### src/hdl/hgbs_pkg.sv
// shared types and constants for the group-by sum engine
package hgbs_pkg;

  localparam int unsigned TableSlotsDef = 2048;
  localparam int unsigned KeyW = 32;
  localparam int unsigned SumW = 32;
  localparam int unsigned SlotFieldW = 11;
  localparam logic [KeyW-1:0] EmptyKey = 32'hFFFF_FFFF;
  localparam logic [31:0] MixMul1 = 32'h85eb_ca6b;
  localparam logic [31:0] MixMul2 = 32'hc2b2_ae35;

  typedef enum logic [1:0] {
    MODE_AGG   = 2'd0,
    MODE_LOOK  = 2'd1,
    MODE_READ  = 2'd2,
    MODE_CLEAR = 2'd3
  } mode_e;

  typedef enum logic [2:0] {
    ST_INSERTED = 3'd0,
    ST_UPDATED  = 3'd1,
    ST_FULL     = 3'd2,
    ST_RESERVED = 3'd3,
    ST_FOUND    = 3'd4,
    ST_ABSENT   = 3'd5,
    ST_READ     = 3'd6,
    ST_CLEARED  = 3'd7
  } status_e;

  // classified command from front to back
  typedef struct packed {
    mode_e             mode;
    logic              reserved;
    logic [KeyW-1:0]   key;
    logic [SumW-1:0]   value;
    logic [31:0]       hash;
    logic [SlotFieldW-1:0] slot_index;
  } cmd_t;

endpackage

### src/hdl/hgbs_front.sv
// front end: accepts words, hashes keys in a pipeline and flags reserved keys
module hgbs_front (
  input  logic            clk_i,
  input  logic            rst_ni,
  input  logic            in_valid_i,
  output logic            in_ready_o,
  input  logic [1:0]      mode_i,
  input  logic [31:0]     key_i,
  input  logic [31:0]     value_i,
  input  logic [10:0]     slot_index_i,
  output logic            cmd_valid_o,
  input  logic            cmd_ready_i,
  output hgbs_pkg::cmd_t  cmd_o
);

  logic            s1_valid_q, s2_valid_q;
  hgbs_pkg::cmd_t  s1_q, s2_q, s2_d;
  logic [31:0]     s1_x_q;
  logic [31:0]     x1, x2, x3;
  logic            adv2, adv1;

  assign adv2 = !s2_valid_q || cmd_ready_i;
  assign adv1 = !s1_valid_q || adv2;
  assign in_ready_o = adv1;

  // first multiply then second multiply in the next stage
  assign x1 = key_i ^ (key_i >> 16);
  assign x2 = s1_x_q ^ (s1_x_q >> 13);
  assign x3 = x2 * hgbs_pkg::MixMul2;

  // second stage word with the finished hash
  always_comb begin
    s2_d      = s1_q;
    s2_d.hash = x3 ^ (x3 >> 16);
  end

  always_ff @(posedge clk_i or negedge rst_ni) begin
    if (!rst_ni) begin
      s1_valid_q <= 1'b0;
      s2_valid_q <= 1'b0;
    end else begin
      if (adv1) s1_valid_q <= in_valid_i;
      if (adv2) s2_valid_q <= s1_valid_q;
    end
  end

  // payload stages
  always_ff @(posedge clk_i) begin
    if (adv1 && in_valid_i) begin
      s1_q.mode       <= hgbs_pkg::mode_e'(mode_i);
      s1_q.reserved   <= (key_i == hgbs_pkg::EmptyKey);
      s1_q.key        <= key_i;
      s1_q.value      <= value_i;
      s1_q.hash       <= '0;
      s1_q.slot_index <= slot_index_i;
      s1_x_q          <= x1 * hgbs_pkg::MixMul1;
    end
    if (adv2 && s1_valid_q) begin
      s2_q <= s2_d;
    end
  end

  assign cmd_valid_o = s2_valid_q;
  assign cmd_o = s2_q;

endmodule

### config.mk
export PLATFORM = sky130hd
export DESIGN_NAME = hgbs_front
export DESIGN_NICKNAME = d
export VERILOG_FILES = /design/src/hdl/hgbs_pkg.sv /design/src/hdl/hgbs_front.sv
export SDC_FILE = /design/constraint.sdc
export NUM_CORES = 1
export LEC_CHECK = 0
export ABC_AREA = 1
export BUFFER_PORTS_ARGS = -buffer_cell sky130_fd_sc_hd__buf_4
export CAP_MARGIN = 20
export CORE_ASPECT_RATIO = 2
export CORE_UTILIZATION = 52
export DETAILED_ROUTE_END_ITERATION = 8
export PLACE_DENSITY = 0.81
export SYNTH_ARGS = -nofsm -noshare
export SYNTH_HDL_FRONTEND = slang
export SYNTH_SLANG_ARGS = --single-unit
### constraint.sdc
create_clock -name clk_i -period 7.5 [get_ports clk_i]
set_input_delay 0.75 -clock clk_i [delete_from_list [all_inputs] [get_ports clk_i]]
set_output_delay 0.75 -clock clk_i [all_outputs]
set_load 0.05 [all_outputs]
==> results of run 1 <==
==> stage by stage <==
step	hold WS [ns]	setup slack [ns]
floorplan	0.400	0.692
global placement	0.400	0.185
detailed placement	0.405	0.0487
CTS	0.350	0.209
==> routing by layer <==
| layer | overflow | track usage (%) |
|---|---|---|
| met5 | 0 | 0 |
| met4 | 2 | 45.5 |
| met3 | 0 | 12.6 |
| met2 | 1 | 66.2 |
| met1 | 0 | 32.4 |
==> logic make-up after synthesis <==
| family | share of synthesized area [%] |
|---|---|
| AOI/OAI and AO/OA | 2.89 |
| xor gates and xnor gates | 4.92 |
| adders and majority gates | 48.7 |
| buffers and inverters | 10.1 |
| DFF | 26.1 |
| and+or+nand+nor | 7.29 |
==> synth_stat cells (5+ instances only) <==
cell type / instances / area share (%)
o21ai_0: 26 / 0.51
o21ai_1: 5 / 0.098
nand3_1: 54 / 1.1
ha_1: 373 / 18
nand2_2: 7 / 0.17
xor2_1: 81 / 2.8
xnor2_1: 51 / 1.8
a21o_1: 9 / 0.26
xor2_2: 5 / 0.32
o21bai_1: 12 / 0.35
nor2_1: 72 / 1.1
a21oi_1: 56 / 1.1
nand4_1: 17 / 0.42
edfxtp_1: 220 / 26
inv_1: 685 / 10
nand2_1: 264 / 3.9
nor3_1: 7 / 0.14
fa_1: 387 / 30
==> flow_summary.yaml, run 1 <==
global_routing:
  grt_pass1_vias: 21954
  grt_overflow: 3
  grt_use_total_pct: 39.0
  grt_pass1_wl_um: 135000
  grt_max_degree: 80
clock_network:
  clockRootBuffer: "clkbuf_16"
  cts_hold_buf: 1
  ctsResizeCount: 0
  max-clock-path-buffers: 3
  clock-sinks: 222
  cts_setup_buffers: 0
  cts_buffers: 22
  htree_levels: 1
logic_synthesis:
  ys_types: 43
  synth_nets: 3212
  async_reset_ff_share_pct: 0.901
  synth-seq-cells: 222
  yosys_warnings: 0
  synthFlopType: "edfxtp_1"
  synthCells: 2371
  ys_seq_area_share_pct: 26.1
  synth-edff-count: 220
  synth_area_mm2: 0.0255
  avgSynthCellArea_um2: 10.8
placed_design:
  gp_congestion: 1.14
  numPortBuffers: 192
  dp_hpwl_um: 72900
  dp.cells: 3330
  place_area_mm2: 0.0287
run_status:
  toolErrorMsg: "[ERROR GRT-0116] Global routing finished with congestion. Check the congestion regions in the DRC Viewer."
  stop_stage: "global routing (5_1_grt)"
  status: "aborted with a tool error"
floorplan:
  ios: 193
  die_y_um: 315
  rows: 114
  die_w_um: 159
  start_util_pct: 52.7
==> run 2: changes to the inputs <==
- CORE_ASPECT_RATIO: 2 -> not set
- CORE_UTILIZATION: 52 -> 37
- PLACE_DENSITY: 0.81 -> not set
- PLACE_DENSITY_LB_ADDON: not set -> 0.15
==> flow_summary.yaml, run 2 <==
run_status:
  status: "finished, final reports clean"
placed_design:
  numPortBuffers: 192
  gp_congestion: 0.972
  dp_slack_ns: 0.275
  dp_hpwl_um: 66800
clock_network:
  cts_setup_buffers: 0
  max-clock-path-buffers: 3
  clock-sinks: 222
  cts_tree: "done"
  htree_levels: 1
  clockRootBuffer: "clkbuf_16"
  cts_buffers: 25
  clkTransAtPathRegs_ns: 0.06
  clock_latency_ns: 0.57
cells_and_area:
  largest_reg_flops: 110
  diodes: 0
  finalNetCount: 3547
  layout_common_cells: "inv_1 (684), fa_1 (387), ha_1 (373)"
  layout_commonest_cell: "inv_1"
  syn_to_final_growth_pct: 16.7
  nFillCells: 6499
  drive_gt1_share_pct: 13.9
critical_path:
  r2r-start: "s1_x_q[26]$_DFFE_PP_"
  worstPathMaxFanout: 5
  crit_start: "s1_x_q[26]$_DFFE_PP_"
  cp.arrival_ns: 7.42
  slowest_stage: "fa_1"
  worstPathRequired_ns: 7.80
  cp-end-kind: "flip-flop"
  cpMostUsedCell: "inv_1"
  startpoint_type: "flip-flop"
  crit_type: "flip-flop to flip-flop"
  slowest_delay_ns: 0.57
drt:
  dr.pass1.iters: 5
  dr.first_iter.drc_count: 913
  drt-wirelength-per-cell_um: 20.8
  antenna_left: 0
  vias: 16943
  viasPerCell: 4.71
  drc: 0
  wl_um: 74900
floorplan:
  ios: 193
  dieArea_mm2: 0.0700
  die_y_um: 264
  rows: 95
  start_util_pct: 37.7
  die_w_um: 264
  core_area_mm2: 0.0676
logic_synthesis:
  synth_common_cells: "inv_1 (685), fa_1 (387), ha_1 (373), nand2_1 (264), edfxtp_1 (220)"
  ys_seq_area_share_pct: 26.1
  avgSynthCellArea_um2: 10.8
  synth-edff-count: 220
  synthFlopType: "edfxtp_1"
  yosysMostFrequentCell: "inv_1"
  synth_area_mm2: 0.0255
  yosys_warnings: 0
  synth-seq-cells: 222
  ys_types: 43
  synth_nets: 3212
  yosysTopAreaCell: "fa_1"
  synthCells: 2371
  async_reset_ff_share_pct: 0.901
  yosysTopAreaCellShare_pct: 30.4
  synthTopCellsByArea: "fa_1 (30%), edfxtp_1 (26%), ha_1 (18%)"
sta:
  min_period_ns: 7.12
  hold_violations: 0
  fin_worst_skew_ns: 0.0249
  drv_slew: 0
  fin_crit_sh_pct: 94.9
  fin_ws_ns: 0.380
  whs_ns: 0.365
  fin_tns_setup_ns: 0
  setup_viol: 0
  rsz0062_at_grt: "no"
  tightest_slew_ns: 1.04
  slew_headroom_pct: 30.9
  timing.fmax_ghz: 0.140
job:
  drv_cap: 0
global_routing:
  antenna_found_initial: 0
  grt_max_degree: 76
  grt_pass1_wl_um: 114000
  grt_use_total_pct: 22.0
  grt_overflow: 0
  grt_pass1_vias: 18631
min_path:
  holdCritStartpoint: "value_i[0]"
  worst_hold_path_type: "input port to flip-flop"
run 2: cell counts after synthesis:
Identical to the previous run, type by type.
run 2: kinds of logic after synthesis:
logic type               Yosys count  synth area share, %
AO/OA/AOI/OAI                    126                 2.89
XOR/XNOR                         138                 4.92
adder cells (fa/ha/maj)          760                 48.7
buffers and inverters            686                 10.1
flip-flops                       222                 26.1
AND/OR/NAND/NOR                  439                 7.29
run 2: timing repair:
item                                    CTS  global route
hold endpoints to repair                  2             0
gates resized for setup                   0             2
hold buffers                              1             0
endpoints found under the setup margin    0             6
run 2: worst max-delay path, delay by kind of cell (launching register included):
family	cells	cell delay, ns
xor+xnor	3	0.65
fa+ha+maj	9	4.17
buf+inv	9	0.73
flops	1	0.55
simple gates	5	0.75
run 2: worst paths after layout:
check	to	slack, ns	cells after the start
min reg2reg	cmd_o[44]$_DFFE_PP_	0.41	0
max reg2reg	cmd_o[17]$_DFFE_PP_	0.38	26
min in group asynchronous	s1_valid_q$_DFFE_PN0N_	0.49	2
min	s1_q[43]$_DFFE_PP_	0.37	1
max	cmd_o[17]$_DFFE_PP_	0.38	26
max in group asynchronous	cmd_valid_o$_DFFE_PN0P_	6.92	2
run 2: layout make-up:
cell class              count  area, µm²  area share [%]
repair buffers            308       2310            7.78
clock buffers              26        629            2.12
clock inverters            18        184           0.618
inverters                 686       2580            8.67
flip-flops and latches    222       6660            22.4
multi-input cells        1463      16300            54.8
well taps                 873       1090            3.67
run 2: per-stage QoR:
step                utilization, %  std cells  cell area [µm²]
floorplan                        -       2371            25500
global placement              42.7       3551            28900
detailed placement            42.7       3551            28900
CTS                           44.0       3596            29700
global route                  44.0       3596            29700
finish                        44.0       3596            29700
run 2: layer usage:
| layer | vias up | wire (µm) | GRT usage [%] |
|---|---|---|---|
| li1 | 7999 | - | - |
| met1 | 8516 | 32300 | 28.6 |
| met2 | 336 | 38100 | 39.2 |
| met3 | 92 | 2580 | 1.87 |
| met4 | 0 | 1950 | 5.67 |
| met5 | - | 0 | 0 |
Power of run 2 is left out: the tool's default activity adds up to more than one toggle a clock period on the data nets, which glitch-free logic cannot reach.
==> run 3: changes to the inputs <==
- RECOVER_POWER: not set -> 25
- clock period: 7.5 -> 5.8 ns (I/O delays scaled with it)
==> flow_summary.yaml, run 3 (synthesis results as in run 2) <==
sta:
  min_period_ns: 6.40
  slew_headroom_pct: 32.4
  timing.fmax_ghz: 0.156
  fin_crit_sh_pct: 110
  hold_violations: 0
  drv_slew: 0
  tightest_slew_ns: 1.01
  rsz0062_at_grt: "yes"
  setup_viol: 42
  fin_ws_ns: -0.601
  fin_worst_skew_ns: 0.0146
cells_and_area:
  final_cells: 4015
  layout_common_cells: "inv_1 (599), buf_4 (569), fa_1 (334)"
  largest_reg_flops: 110
  syn_to_final_growth_pct: 40.9
  layout_commonest_cell: "inv_1"
  finalNetCount: 3962
  final-seq-area_mm2: 0.00666
  nFillCells: 5938
  drive_gt1_share_pct: 38.8
  final_area_mm2: 0.0359
  multi_input_area_mm2: 0.0190
run_status:
  status: "finished with violations"
  violations: "negative setup slack"
floorplan:
  ios: 193
  start_util_pct: 37.7
  die_y_um: 264
  core_area_mm2: 0.0676
  die_w_um: 264
  rows: 95
  dieArea_mm2: 0.0700
drt:
  wl_um: 78500
  viasPerCell: 4.62
  drc: 0
  drt-wirelength-per-cell_um: 19.5
  vias: 18531
  antenna_left: 0
  dr.first_iter.drc_count: 884
  dr.pass1.iters: 5
placed_design:
  place_area_mm2: 0.0323
  gp_congestion: 0.961
  dp.cells: 3883
  numPortBuffers: 192
  dp_hpwl_um: 68800
critical_path:
  startpoint_type: "flip-flop"
  cp.arrival_ns: 6.70
  crit_type: "flip-flop to flip-flop"
  cp-end-kind: "flip-flop"
  worstPathRequired_ns: 6.10
  worstPathMaxFanout: 5
clock_network:
  cts_tree: "done"
  clkTransAtPathRegs_ns: 0.06
  max-clock-path-buffers: 3
  cts_buffers: 26
  clockRootBuffer: "clkbuf_16"
  clock_latency_ns: 0.55
  htree_levels: 1
  clock-sinks: 222
global_routing:
  grt_use_total_pct: 22.9
  grt_max_degree: 77
  antenna_found_initial: 1
  grt_overflow: 0
  grt_pass1_vias: 20719
  grt_pass1_wl_um: 120000
job:
  drv_cap: 0
min_path:
  worst_hold_path_type: "input port to flip-flop"
run 3: cell type report:
type / count / area share (%)
tap: 873 / 3.04
clock inverter: 14 / 0.550
antenna: 3 / 0.0209
clock buffer: 32 / 1.87
multi-input combinational: 1463 / 52.9
inverter: 686 / 7.28
timing repair buffer: 722 / 15.8
sequential: 222 / 18.5
run 3: critical path, stage by stage, from the launching register on:
cell,delay (ns)
edfxtp_1,0.45
xnor2_2,0.32
inv_2,0.16
ha_4,0.31
buf_6,0.09
ha_4,0.19
a21o_1,0.21
fa_1,0.51
inv_2,0.04
fa_1,0.48
inv_2,0.04
fa_1,0.49
fa_1,0.43
fa_1,0.49
inv_1,0.05
fa_1,0.49
inv_2,0.05
ha_4,0.30
nand2_4,0.08
nor2_4,0.14
inv_2,0.04
nor2_2,0.12
nand4_1,0.14
nand3_2,0.15
nand2_2,0.08
nand3_2,0.08
nand2_4,0.07
xor2_1,0.14
run 3: worst paths after layout:
kind,from,end,slack [ns],cells past startpoint
max,s1_x_q[10]$_DFFE_PP_,cmd_o[24]$_DFFE_PP_,-0.60,27
min,value_i[30],s1_q[73]$_DFFE_PP_,0.22,1
max reg2reg,s1_x_q[10]$_DFFE_PP_,cmd_o[24]$_DFFE_PP_,-0.60,27
min reg2reg,s1_q[78]$_DFFE_PP_,cmd_o[78]$_DFFE_PP_,0.41,0
max in group asynchronous,rst_ni,cmd_valid_o$_DFFE_PN0P_,5.32,2
min in group asynchronous,rst_ni,s1_valid_q$_DFFE_PN0N_,0.36,2
run 3: layer usage:
| layer | track usage, % | share of wire [%] |
|---|---|---|
| met5 | 0 | 0 |
| met3 | 2.60 | 3.3 |
| met4 | 7.50 | 3.6 |
| met1 | 28.1 | 41 |
| met2 | 41.7 | 52 |
run 3: through the flow:
stage | TNS [ns] | setup WS (ns) | hold slack, ns | utilization (%)
floorplan | -3.84 | -0.507 | 0.284 | -
global placement | -34.70 | -0.896 | 0.363 | 47.8
detailed placement | -35.42 | -0.975 | 0.363 | 47.8
CTS | -15.42 | -0.597 | 0.180 | 51.8
global route | -25.55 | -0.799 | 0.206 | 53.1
finish | -16.60 | -0.601 | 0.224 | 53.1
run 3: timing repair:
action | CTS | global route
cloned | 0 | 0
hold endpoints to repair | 2 | 0
setup buffers | 56 | 36
endpoints found under the setup margin | 44 | 47
resized for setup | 309 | 195
hold buffers | 1 | 0
pin swaps | 211 | 158
Power of run 3 is left out for the same reason.
