### src/hdl/hgbs_pkg.sv
// shared types and constants for the group-by sum engine
package hgbs_pkg;

  localparam int unsigned TableSlotsDef = 2048;
  localparam int unsigned KeyW = 32;
  localparam int unsigned SumW = 32;
  localparam int unsigned SlotFieldW = 11;
  localparam logic [KeyW-1:0] EmptyKey = 32'hFFFF_FFFF;
  localparam logic [31:0] MixMul1 = 32'h85eb_ca6b;
  localparam logic [31:0] MixMul2 = 32'hc2b2_ae35;

  typedef enum logic [1:0] {
    MODE_AGG   = 2'd0,
    MODE_LOOK  = 2'd1,
    MODE_READ  = 2'd2,
    MODE_CLEAR = 2'd3
  } mode_e;

  typedef enum logic [2:0] {
    ST_INSERTED = 3'd0,
    ST_UPDATED  = 3'd1,
    ST_FULL     = 3'd2,
    ST_RESERVED = 3'd3,
    ST_FOUND    = 3'd4,
    ST_ABSENT   = 3'd5,
    ST_READ     = 3'd6,
    ST_CLEARED  = 3'd7
  } status_e;

  // classified command from front to back
  typedef struct packed {
    mode_e             mode;
    logic              reserved;
    logic [KeyW-1:0]   key;
    logic [SumW-1:0]   value;
    logic [31:0]       hash;
    logic [SlotFieldW-1:0] slot_index;
  } cmd_t;

endpackage

### src/hdl/hgbs_fifo.sv
// short command queue between front and back
module hgbs_fifo (
  input  logic           clk_i,
  input  logic           rst_ni,
  input  logic           wr_valid_i,
  output logic           wr_ready_o,
  input  hgbs_pkg::cmd_t wr_data_i,
  output logic           rd_valid_o,
  input  logic           rd_ready_i,
  output hgbs_pkg::cmd_t rd_data_o
);

  hgbs_pkg::cmd_t ent_q [4];
  logic [1:0] wp_q, rp_q;
  logic [2:0] cnt_q;
  logic       wr, rd;

  assign wr_ready_o = (cnt_q != 3'd4);
  assign rd_valid_o = (cnt_q != 3'd0);
  assign rd_data_o  = ent_q[rp_q];
  assign wr = wr_valid_i && wr_ready_o;
  assign rd = rd_valid_o && rd_ready_i;

  // pointers and count
  always_ff @(posedge clk_i or negedge rst_ni) begin
    if (!rst_ni) begin
      wp_q  <= '0;
      rp_q  <= '0;
      cnt_q <= '0;
    end else begin
      if (wr) wp_q <= wp_q + 2'd1;
      if (rd) rp_q <= rp_q + 2'd1;
      cnt_q <= cnt_q + {2'b0, wr} - {2'b0, rd};
    end
  end

  always_ff @(posedge clk_i) begin
    if (wr) ent_q[wp_q] <= wr_data_i;
  end

endmodule

### config.mk
export PLATFORM = sky130hd
export DESIGN_NAME = hgbs_fifo
export DESIGN_NICKNAME = d
export VERILOG_FILES = /design/src/hdl/hgbs_pkg.sv /design/src/hdl/hgbs_fifo.sv
export SDC_FILE = /design/constraint.sdc
export NUM_CORES = 1
export LEC_CHECK = 0
export BUFFER_PORTS_ARGS = -buffer_cell sky130_fd_sc_hd__buf_2
export CELL_PAD_IN_SITES_DETAIL_PLACEMENT = 1
export CELL_PAD_IN_SITES_GLOBAL_PLACEMENT = 2
export CORE_MARGIN = 5
export CORE_UTILIZATION = 51
export CTS_BUF_LIST = sky130_fd_sc_hd__clkbuf_4 sky130_fd_sc_hd__clkbuf_8
export DETAILED_ROUTE_END_ITERATION = 6
export PLACE_DENSITY_LB_ADDON = 0.05
export SLEW_MARGIN = 20
export SYNTH_ARGS = -nofsm -noshare
export SYNTH_HDL_FRONTEND = slang
export SYNTH_SLANG_ARGS = --single-unit
export TNS_END_PERCENT = 20
### constraint.sdc
create_clock -name clk_i -period 5.8 [get_ports clk_i]
set_input_delay 1.16 -clock clk_i [delete_from_list [all_inputs] [get_ports clk_i]]
set_output_delay 1.16 -clock clk_i [all_outputs]
set_load 0.005 [all_outputs]
==> implementation parameters, run 1 <==
Parameter                              Value

Final layout
  Post-route core utilization ... 60.8%
  Most common cell after layout, fill and taps aside ... edfxtp_1
  Area growth syn-to-layout ... 17.4%
  Area used by sequential logic in the layout ... 13400 µm²
  Final non-filler cell total ... 1343
  Proportion of layout cells with a drive suffix above 1 ... 48.1%
  Highest-count cells in the layout ignoring fill and taps ... edfxtp_1 (440), buf_2 (225), mux4_2 (110)
  Filler Cells Inserted ... 2661
  Area occupied by multi-input gates ... 2760 µm²
  Nets@finish ... 1019

Logic synthesis
  Syn_nets ... 737
  Asr flop ratio synth ... 1.57%
  Number of synthesized register bits ... 447
  Number of standard cells after synthesis ... 616
  Syn Area/Cell ... 26.6 µm²
  Post-Synth Simple-Gate Area ... 0.612%
  Yosys warns ... 0
  Post-synthesis compound-gate area fraction ... 0.199%
  EDFF count, synth ... 440
  Xor/xnor share of the synthesized area ... 0.214%
  Arithmetic-cell share of the synthesized area counting full adders, half adders and majority gates ... 0.581%
  Number of distinct library cells after synthesis ... 22
  Netlist Area Pre-Place ... 16400 µm²
  Dominant combinational cell family by area after synthesis ... multiplexers
  Sequential element share of the synthesized area ... 81.8%
  Fraction of synthesized area in multiplexers ... 15.1%
  Top flip-flop cell by instance count after synthesis ... edfxtp_1

Detailed routing
  DRC ... 0
  Via/cell ratio ... 5.50
  Final ANT Viol Nets ... 0
  Detailed-router iteration count before antenna repair ... 4
  Iteration-0 DRC Markers ... 475
  Drt wl/cell ... 24.5 µm
  Total number of vias ... 7391
  Routed WL ... 32.9 mm

CTS
  Resize count post-CTS ... 0
  Root Driver ... clkbuf_8
  CTS tree ... built
  Number of H-tree branching levels ... 3
  CTS Buffer Depth ... 3
  Post-CTS setup-driven buffer insertion count ... 0
  Clock transition at the register clock pins on the worst setup and hold paths after CTS ... 0.06 ns
  Hold buffers post-CTS ... 0
  Clock buffer count from CTS ... 72
  # clock sinks ... 447
  Clk Latency, worst-skew pair ... 0.58 ns

GRT
  Via count of the first global-routing pass ... 8576
  Pin count of the biggest net entering global routing ... 66
  All-Layer GR Usage ... 18.9%
  Antenna violations before repair ... 6
  Total congestion overflow ... 0
  Wire length of the first global-routing pass ... 51.2 mm

Floorplanning
  Chip Width ... 189 µm
  Floorplan core area ... 31600 µm²
  Boundary Pins ... 226
  Site row count ... 65
  Die height ... 189 µm
  Full die area ... 35800 µm²
  Initial cell density of the core ... 51.7%

Status
  Outcome ... complete, no violations

Timing
  Post-route clock period utilization ... 68.0%
  Slew headroom ... 39.7%
  FMAX ... 254 MHz
  Number of hold violations in the final report ... 0
  Setup clock skew after layout ... 0.0265 ns
  Final setup TNS ... 0 ns
  RSZ-0062 raised after global routing ... no
  Final Hold Slack ... 0.428 ns
  Worst Max-Slew Pin Slew ... 0.904 ns
  Number of setup violations in the final report ... 0
  Post-layout min period ... 3.94 ns
  Pins Over Slew Limit ... 0

Flow run
  Count of maximum capacitance violations ... 0

Setup path
  Critical Path End Type ... output port
  Critical path start-end classification ... flop to output port
  WP data arrival ... 2.78 ns
  Critical path startpoint category ... flop
  Endpoint of the worst register-to-register path ... cnt_q[2]
  Logic depth of the worst register-to-register path ... 9
  Biggest cell delay along the critical path ... 0.91 ns
  Gate family responsible for the most delay along the worst path ... flip-flops
  CP max FO ... 59
  R2r startpoint ... cnt_q[1]
  Buffers & Inverters on Critical Path ... 2
  Setup slack of the worst register-to-register path ... 3.14 ns
  CP max stage cell ... dfrtp_4
  Cell breakdown of the critical path ... buf_12 > mux4_2 > buf_2
  Required time at the endpoint of the critical path ... 4.64 ns

Worst hold path
  Path category of the worst min-delay check ... primary input to async pin

Placed design
  Placer Congestion ... 0.699
  Number of cells after detailed placement ... 1226
  Number of I/O port buffers ... 225
  Detailed Place HPWL ... 20.1 mm

Power and ir drop
  Power Density ... 497 nW/µm²
  Lkg Pwr ... 6.56 nW
  Peak VDD IR ... 0.271 mV
-- synthesized netlist by cell type, drive strengths merged (2+ instances only) --
cell	count	area share, %
and3b	4	0.21
buf	22	1.3
clkbuf	3	0.069
dfrtp	7	1.1
edfxtp	440	81
ha	6	0.46
inv	6	0.14
mux4	110	15
nand2b	4	0.15
nand4bb	2	0.14
o211ai	2	0.092
xnor2	3	0.16
-- metal layers --
metal	share of wire (%)	track usage, %	up-vias
met2	51	31.9	228
met5	0.15	0	-
met4	1.2	4.51	10
li1	-	-	3236
met3	7.2	5.90	41
met1	40	24.3	3876
-- cell type report --
type                       count  share of cell area [%]
clock inverter                18                   0.423
sequential                   447                    69.7
tap                          402                    2.62
inverter                       6                   0.117
multi-input combinational    138                    14.3
timing repair buffer         233                    6.50
clock buffer                  98                    6.30
antenna                        1                  0.0130
-- sequential cells by signal, indices dropped and copies added, names as in the netlist --
name / count
wp_q: 2
cnt_q: 3
rp_q: 2
ent_q: 440
-- worst register-to-register path: cells and delay by family (launching register included) --
kind | cells | cell delay, ns
xor+xnor | 2 | 0.29
fa+ha+maj | 3 | 0.76
buf+inv | 2 | 0.11
flops | 1 | 0.48
simple gates | 2 | 0.91
-- kinds of logic (layout without fill, tap and decap cells) --
| kind of cell | Yosys count | count (layout) |
|---|---|---|
| adder cells (fa/ha/maj) | 7 | 7 |
| flip-flops | 447 | 447 |
| multiplexers | 110 | 110 |
| buffers and inverters | 31 | 355 |
| XOR/XNOR | 4 | 4 |
| AND/OR/NAND/NOR | 13 | 13 |
| AO/OA/AOI/OAI | 4 | 4 |
| other | 0 | 1 |
-- stage by stage --
stage	area, µm²	power, mW	setup WS [ns]
after floorplan	16400	6.22	1.56
after global placement	17900	7.18	2.33
after detailed placement	17900	7.27	2.34
after CTS	19200	9.76	1.71
after global routing	19200	10.1	1.59
final	19200	9.56	1.86
-- power by group --
part / leakage, nW / internal [mW] / switching [mW]
Clock: 0.676 / 1.34 / 1.13
Combinational: 1.77 / 1.28 / 1.24
Sequential: 4.11 / 4.26 / 0.319
Total: 6.56 / 6.88 / 2.68
-- how the worst max path moves through the flow --
stage / start / to / slack [ns] / depth (start not counted)
after global placement: rp_q[0] / rd_data_o[52] / 2.33 / 3
after CTS: rp_q[0] / rd_data_o[89] / 1.71 / 3
after detailed placement: rp_q[0] / rd_data_o[89] / 2.34 / 3
after floorplan: wr_valid_i / ent_q[0][0] / 1.56 / 1
final: rp_q[0] / rd_data_o[89] / 1.86 / 3
after global routing: rp_q[0] / rd_data_o[89] / 1.59 / 3
Power figures use the tool's default switching activity.
==> inputs of run 2 (changes only) <==
--- a/config.mk
+++ b/config.mk
@@ -9,7 +9,7 @@
 export CELL_PAD_IN_SITES_DETAIL_PLACEMENT = 1
 export CELL_PAD_IN_SITES_GLOBAL_PLACEMENT = 2
 export CORE_MARGIN = 5
-export CORE_UTILIZATION = 51
+export CORE_UTILIZATION = 42
 export CTS_BUF_LIST = sky130_fd_sc_hd__clkbuf_4 sky130_fd_sc_hd__clkbuf_8
 export DETAILED_ROUTE_END_ITERATION = 6
 export PLACE_DENSITY_LB_ADDON = 0.05
==> constraint.sdc (replaced) <==
create_clock -name clk_i -period 3.6 [get_ports clk_i]
set_input_delay 0.72 -clock clk_i [delete_from_list [all_inputs] [get_ports clk_i]]
set_output_delay 0.72 -clock clk_i [all_outputs]
set_load 0.005 [all_outputs]
==> run 2 against run 1 <==
Effect of this change: die area up 20%; hold slack worse by 0.088 ns; combinational power up 73%; critical endpoint is now rd_data_o[43]; power up 65%; first-iteration DRC count down 28%; global-route usage down 2.6 points; highest routed layer unchanged; largest power group unchanged.
==> implementation parameters, run 2 (same netlist as run 1, synthesis figures left out) <==
Parameter                              Value

Setup path
  Cell breakdown of the critical path ... buf_12 > mux4_2 > buf_2
  Buffers & Inverters on Critical Path ... 2
  Gate family responsible for the most delay along the worst path ... flip-flops
  Critical path startpoint category ... flop
  Biggest cell delay along the critical path ... 0.65 ns
  Critical path origin ... rp_q[0]
  WP data arrival ... 2.44 ns
  Required time at the endpoint of the critical path ... 2.88 ns
  Critical path start-end classification ... flop to output port
  Critical Path End Type ... output port
  CP max FO ... 45
  CP max stage cell ... dfrtp_4
  R2r startpoint ... cnt_q[1]

Floorplanning
  Full die area ... 43000 µm²
  Initial cell density of the core ... 42.3%
  Site row count ... 72
  Boundary Pins ... 226
  Chip Width ... 207 µm
  Floorplan core area ... 38600 µm²
  Die height ... 207 µm

Final layout
  Area growth syn-to-layout ... 19.7%
  Area used by sequential logic in the layout ... 13400 µm²
  Filler Cells Inserted ... 3423
  Proportion of layout cells with a drive suffix above 1 ... 48.3%
  Largest registers ... ent_q x440, cnt_q x3
  Area occupied by multi-input gates ... 2760 µm²
  Area of all placed cells without fillers ... 19600 µm²
  Max reg flops ... 440
  Reg with most FFs ... ent_q
  Nets@finish ... 1029
  Most common cell after layout, fill and taps aside ... edfxtp_1
  Highest-count cells in the layout ignoring fill and taps ... edfxtp_1 (440), buf_2 (225), mux4_2 (110)

GRT
  Antenna violations before repair ... 3
  Wire length of the first global-routing pass ... 53.1 mm
  All-Layer GR Usage ... 16.3%
  Pin count of the biggest net entering global routing ... 62
  Via count of the first global-routing pass ... 8439
  Total congestion overflow ... 0

Flow run
  Count of maximum capacitance violations ... 0

CTS
  Clk Latency, worst-skew pair ... 0.59 ns
  CTS tree ... built
  Clock transition at the register clock pins on the worst setup and hold paths after CTS ... 0.06 ns
  Post-CTS setup-driven buffer insertion count ... 0
  Number of H-tree branching levels ... 3
  # clock sinks ... 447
  Hold buffers post-CTS ... 1
  CTS Buffer Depth ... 3
  Root Driver ... clkbuf_8
  Resize count post-CTS ... 0
  Clock buffer count from CTS ... 75

Timing
  Slew headroom ... 44.7%
  Worst setup slack after layout ... 0.442 ns
  Worst Max-Slew Pin Slew ... 0.829 ns
  FMAX ... 317 MHz
  Number of hold violations in the final report ... 0
  Pins Over Slew Limit ... 0
  Number of setup violations in the final report ... 0
  Post-layout min period ... 3.16 ns
  RSZ-0062 raised after global routing ... no
  Post-route clock period utilization ... 87.7%
  Setup clock skew after layout ... 0.0270 ns

Worst hold path
  Worst Hold Launch ... wr_data_i[54]
  Path category of the worst min-delay check ... primary input to flop

Power and ir drop
  Internal Pwr Total ... 11.3 mW
  Peak VDD IR ... 0.370 mV
  Clock network power share ... 26.3%
  Combinational power share ... 27.7%
  Reg power frac ... 46.1%
  Power Density ... 805 nW/µm²
  Switching component of the power ... 4.48 mW
  Lkg Pwr ... 6.67 nW
  Switching Fraction ... 28.4%

Placed design
  Detailed Place HPWL ... 21.7 mm
  Placer Congestion ... 0.709
  Pre-CTS setup slack ... 0.911 ns
  Number of I/O port buffers ... 225
  Placed Area ... 18200 µm²

Detailed routing
  DRC ... 0
  Drt wl/cell ... 23.6 µm
  Length of routed met2 wiring ... 18.4 mm
  Routed WL ... 35.0 mm
  Metal-1 WL ... 13.9 mm
  Final ANT Viol Nets ... 0
  Met3 wirelength from detailed routing ... 2.17 mm
  Via/cell ratio ... 4.99
  Detailed-router iteration count before antenna repair ... 6
  Top routing layer used ... met5
  Iteration-0 DRC Markers ... 340
  Total number of vias ... 7396

Status
  Outcome ... complete, no violations
==> run 2: cell types whose count changed in the layout (fill, tap and decap cells not counted) <==
cell,before,now
buf_12,5,12
clkinvlp_4,3,1
clkbuf_8,76,79
clkinv_2,2,5
clkinv_1,13,21
buf_4,3,2
clkbuf_4,22,24
dlygate4sd3_1,0,1
diode_2,1,2
==> run 2: worst paths after layout <==
| path | cells after the start | slack (ns) | end |
|---|---|---|---|
| worst max-delay path | 3 | 0.44 | rd_data_o[43] |
| max in group asynchronous | 2 | 2.87 | rp_q[1] |
| worst max register to register | 9 | 0.90 | cnt_q[2] |
| worst min-delay path | 1 | 0.34 | ent_q[2][54] |
| min in group asynchronous | 2 | 0.53 | wp_q[0] |
| worst min register to register | 2 | 0.61 | wp_q[1] |
==> run 2: final cells by class <==
type | count | share of cell area [%]
Antenna cell | 2 | 0.0255
Clock buffer | 103 | 6.47
Clock inverter | 27 | 0.568
Inverter | 6 | 0.115
Multi-Input combinational cell | 138 | 14.1
Sequential cell | 447 | 68.4
Tap cell | 518 | 3.31
Timing Repair Buffer | 240 | 7.10
==> run 2: worst reg2reg max path, delay by kind of cell, from the launching register on <==
kind                     cells  cell delay [ns]
flip-flops                   1             0.49
XOR/XNOR                     2             0.34
AND/OR/NAND/NOR              2             0.88
buffers and inverters        2             0.13
adder cells (fa/ha/maj)      3             0.80
==> run 2: power groups by stage <==
stage	logic, mW	registers [mW]	clock network (mW)
final	4.36	7.26	4.14
after global routing	4.75	7.37	4.57
after CTS	4.57	7.29	4.32
after detailed placement	4.54	7.39	0
after global placement	4.50	7.33	0
after floorplan	2.80	7.20	0
==> run 2: metal layers <==
layer  vias to the layer above  track usage [%]
met1                      3884             19.7
met4                         2             4.90
met3                        40             5.06
li1                       3269                -
met2                       201             28.4
met5                         -                0
==> run 2: per-stage QoR <==
stage	TNS, ns	util (%)	power (mW)	hold slack (ns)	std cells
2_1_floorplan	-66.65	-	10.0	0.424	616
3_3_place_gp	0	47.1	11.8	0.567	1348
3_5_place_dp	0	47.1	11.9	0.579	1348
4_1_cts	0	50.7	16.2	0.268	1479
5_1_grt	0	50.7	16.7	0.287	1479
6_report	0	50.7	15.8	0.340	1481
==> inputs of run 3 (changes only) <==
--- a/config.mk
+++ b/config.mk
@@ -6,6 +6,7 @@
 export NUM_CORES = 1
 export LEC_CHECK = 0
 export BUFFER_PORTS_ARGS = -buffer_cell sky130_fd_sc_hd__buf_2
+export CAP_MARGIN = 20
 export CELL_PAD_IN_SITES_DETAIL_PLACEMENT = 1
 export CELL_PAD_IN_SITES_GLOBAL_PLACEMENT = 2
 export CORE_MARGIN = 5
@@ -13,7 +14,6 @@
 export CTS_BUF_LIST = sky130_fd_sc_hd__clkbuf_4 sky130_fd_sc_hd__clkbuf_8
 export DETAILED_ROUTE_END_ITERATION = 6
 export PLACE_DENSITY_LB_ADDON = 0.05
-export SLEW_MARGIN = 20
 export SYNTH_ARGS = -nofsm -noshare
 export SYNTH_HDL_FRONTEND = slang
 export SYNTH_SLANG_ARGS = --single-unit
==> constraint.sdc (replaced) <==
create_clock -name clk_i -period 2.8 [get_ports clk_i]
set_input_delay 0.56 -clock clk_i [delete_from_list [all_inputs] [get_ports clk_i]]
set_output_delay 0.56 -clock clk_i [all_outputs]
set_load 0.005 [all_outputs]
==> run 3 against run 2 <==
Effect of this change: cell count grew 0.61%; largest cell class unchanged; hold slack lost 0.17 ns; utilization grew 0.12 points; global-route usage shrank 0.11 points; clock power grew 28%; sequential power grew 26%; clock-buffer cell count shrank 1; final area grew 0.23%; clock skew shrank 0.011 ns; flip-flop and latch count is the same.
==> implementation parameters, run 3 (same netlist as run 1, synthesis figures left out) <==
Parameter                              Value

Setup path
  Critical path startpoint category ... flop
  Critical Path End Type ... output port
  Endpoint of the worst register-to-register path ... cnt_q[2]
  CP max FO ... 19
  Required time at the endpoint of the critical path ... 2.24 ns
  R2r startpoint ... cnt_q[1]
  Setup slack of the worst register-to-register path ... 0.49 ns
  Cell breakdown of the critical path ... buf_6 > mux4_2 > buf_2
  Critical path start-end classification ... flop to output port
  Biggest cell delay along the critical path ... 0.59 ns
  Logic depth of the worst register-to-register path ... 10
  CP max stage cell ... mux4_2
  WP data arrival ... 2.16 ns

Detailed routing
  Final ANT Viol Nets ... 0
  Iteration-0 DRC Markers ... 304
  Drt wl/cell ... 23.4 µm
  Routed WL ... 34.9 mm
  DRC ... 0
  Total number of vias ... 7524
  Via/cell ratio ... 5.05
  Detailed-router iteration count before antenna repair ... 4

Timing
  Worst setup slack after layout ... 0.0840 ns
  Post-route clock period utilization ... 97.0%
  Worst Max-Slew Pin Slew ... 0.502 ns
  FMAX ... 368 MHz
  Slew headroom ... 66.5%
  Pins Over Slew Limit ... 0
  Setup clock skew after layout ... 0.0158 ns
  RSZ-0062 raised after global routing ... yes
  Number of setup violations in the final report ... 0
  Post-layout min period ... 2.72 ns
  Number of hold violations in the final report ... 0

Final layout
  Area occupied by multi-input gates ... 2760 µm²
  Reg with most FFs ... ent_q
  Highest-count cells in the layout ignoring fill and taps ... edfxtp_1 (440), buf_2 (225), mux4_2 (110)
  Proportion of layout cells with a drive suffix above 1 ... 49.0%
  Most common cell after layout, fill and taps aside ... edfxtp_1
  Max reg flops ... 440
  Nets@finish ... 1033
  Area growth syn-to-layout ... 20.0%
  Area of all placed cells without fillers ... 19600 µm²
  Area used by sequential logic in the layout ... 13400 µm²
  Largest registers ... ent_q x440, cnt_q x3
  Filler Cells Inserted ... 3434

Status
  Outcome ... complete, no violations

CTS
  Clk Latency, worst-skew pair ... 0.60 ns
  CTS tree ... built
  Post-CTS setup-driven buffer insertion count ... 0
  CTS Buffer Depth ... 3
  Number of H-tree branching levels ... 3
  Clock buffer count from CTS ... 73
  # clock sinks ... 447
  Clock transition at the register clock pins on the worst setup and hold paths after CTS ... 0.06 ns
  Root Driver ... clkbuf_8

Flow run
  Count of maximum capacitance violations ... 0

Power and ir drop
  Switching component of the power ... 5.80 mW
  Clock network power share ... 26.1%
  Reg power frac ... 45.2%
  Internal Pwr Total ... 14.5 mW
  Power Density ... 1030 nW/µm²
  Switching Fraction ... 28.6%
  Combinational power share ... 28.7%
  Lkg Pwr ... 6.69 nW
  Peak VDD IR ... 0.604 mV

GRT
  Antenna violations before repair ... 3
  Total congestion overflow ... 0
  All-Layer GR Usage ... 16.2%
  Wire length of the first global-routing pass ... 53.2 mm
  Pin count of the biggest net entering global routing ... 71
  Via count of the first global-routing pass ... 8506

Floorplanning
  Chip Width ... 207 µm
  Die height ... 207 µm
  Boundary Pins ... 226
  Initial cell density of the core ... 42.3%
  Full die area ... 43000 µm²
  Site row count ... 72
  Floorplan core area ... 38600 µm²

Worst hold path
  Worst Hold Launch ... wr_data_i[76]
  Path category of the worst min-delay check ... primary input to flop
  Worst min-delay path endpoint ... ent_q[1][76]
  Cell depth of the worst hold path ... 1

Placed design
  Number of I/O port buffers ... 225
  Detailed Place HPWL ... 21.9 mm
  Placer Congestion ... 0.712
  Placed Area ... 18200 µm²
  Pre-CTS setup slack ... 0.483 ns
==> run 3: area by class of cell <==
class	count	area share (%)
flip-flops and latches	447	68.2
multi-input cells	138	14.0
repair buffers	246	7.34
clock buffers	102	6.22
well taps	518	3.30
clock inverters	30	0.752
inverters	6	0.115
diodes	3	0.0382
==> run 3: what timing repair did <==
item                                    CTS  global route
endpoints found under the hold margin     7             0
hold buffers                              1             0
pin swaps                                 0             0
endpoints found under the setup margin   65            46
gates resized for setup                   4             1
==> run 3: worst max-delay path by stage <==
stage / startpoint / end / slack (ns)
detailed placement: cnt_q[1] / cnt_q[2] / 0.48
floorplan: cnt_q[2] / ent_q[1][0] / -0.97
global placement: cnt_q[1] / cnt_q[2] / 0.59
finish: rp_q[0] / rd_data_o[4] / 0.08
global route: rp_q[0] / rd_data_o[101] / -0.04
CTS: rp_q[0] / rd_data_o[29] / -0.03
==> run 3: power groups by stage <==
| stage | combinational [mW] | sequential [mW] | clock [mW] |
|---|---|---|---|
| 2_1_floorplan | 3.60 | 9.26 | 0 |
| 3_3_place_gp | 5.98 | 9.21 | 0 |
| 3_5_place_dp | 6.05 | 9.32 | 0 |
| 4_1_cts | 6.10 | 9.19 | 5.52 |
| 5_1_grt | 6.33 | 9.26 | 5.82 |
| 6_report | 5.83 | 9.16 | 5.28 |
==> run 3: metal layers <==
layer	GRT usage, %	share of wire [%]
met4	4.97	1.8
met3	4.94	6.9
met1	20.1	40
met2	27.6	52
met5	0	0.077
==> run 3: per-stage QoR <==
stage	power [mW]	util [%]	cells	hold WS (ns)	setup TNS, ns
finish	20.3	50.8	1490	0.173	0
global route	21.4	50.8	1487	0.129	-0.771
floorplan	12.9	-	616	0.264	-318.94
detailed placement	15.4	47.2	1354	0.411	0
CTS	20.8	50.8	1487	0.109	-0.280
global placement	15.2	47.2	1354	0.411	0
==> run 3: worst max-delay path, delay by kind of cell (launching register included) <==
family	cells	cell delay, ns
mux	1	0.59
buf+inv	2	0.45
flops	1	0.51
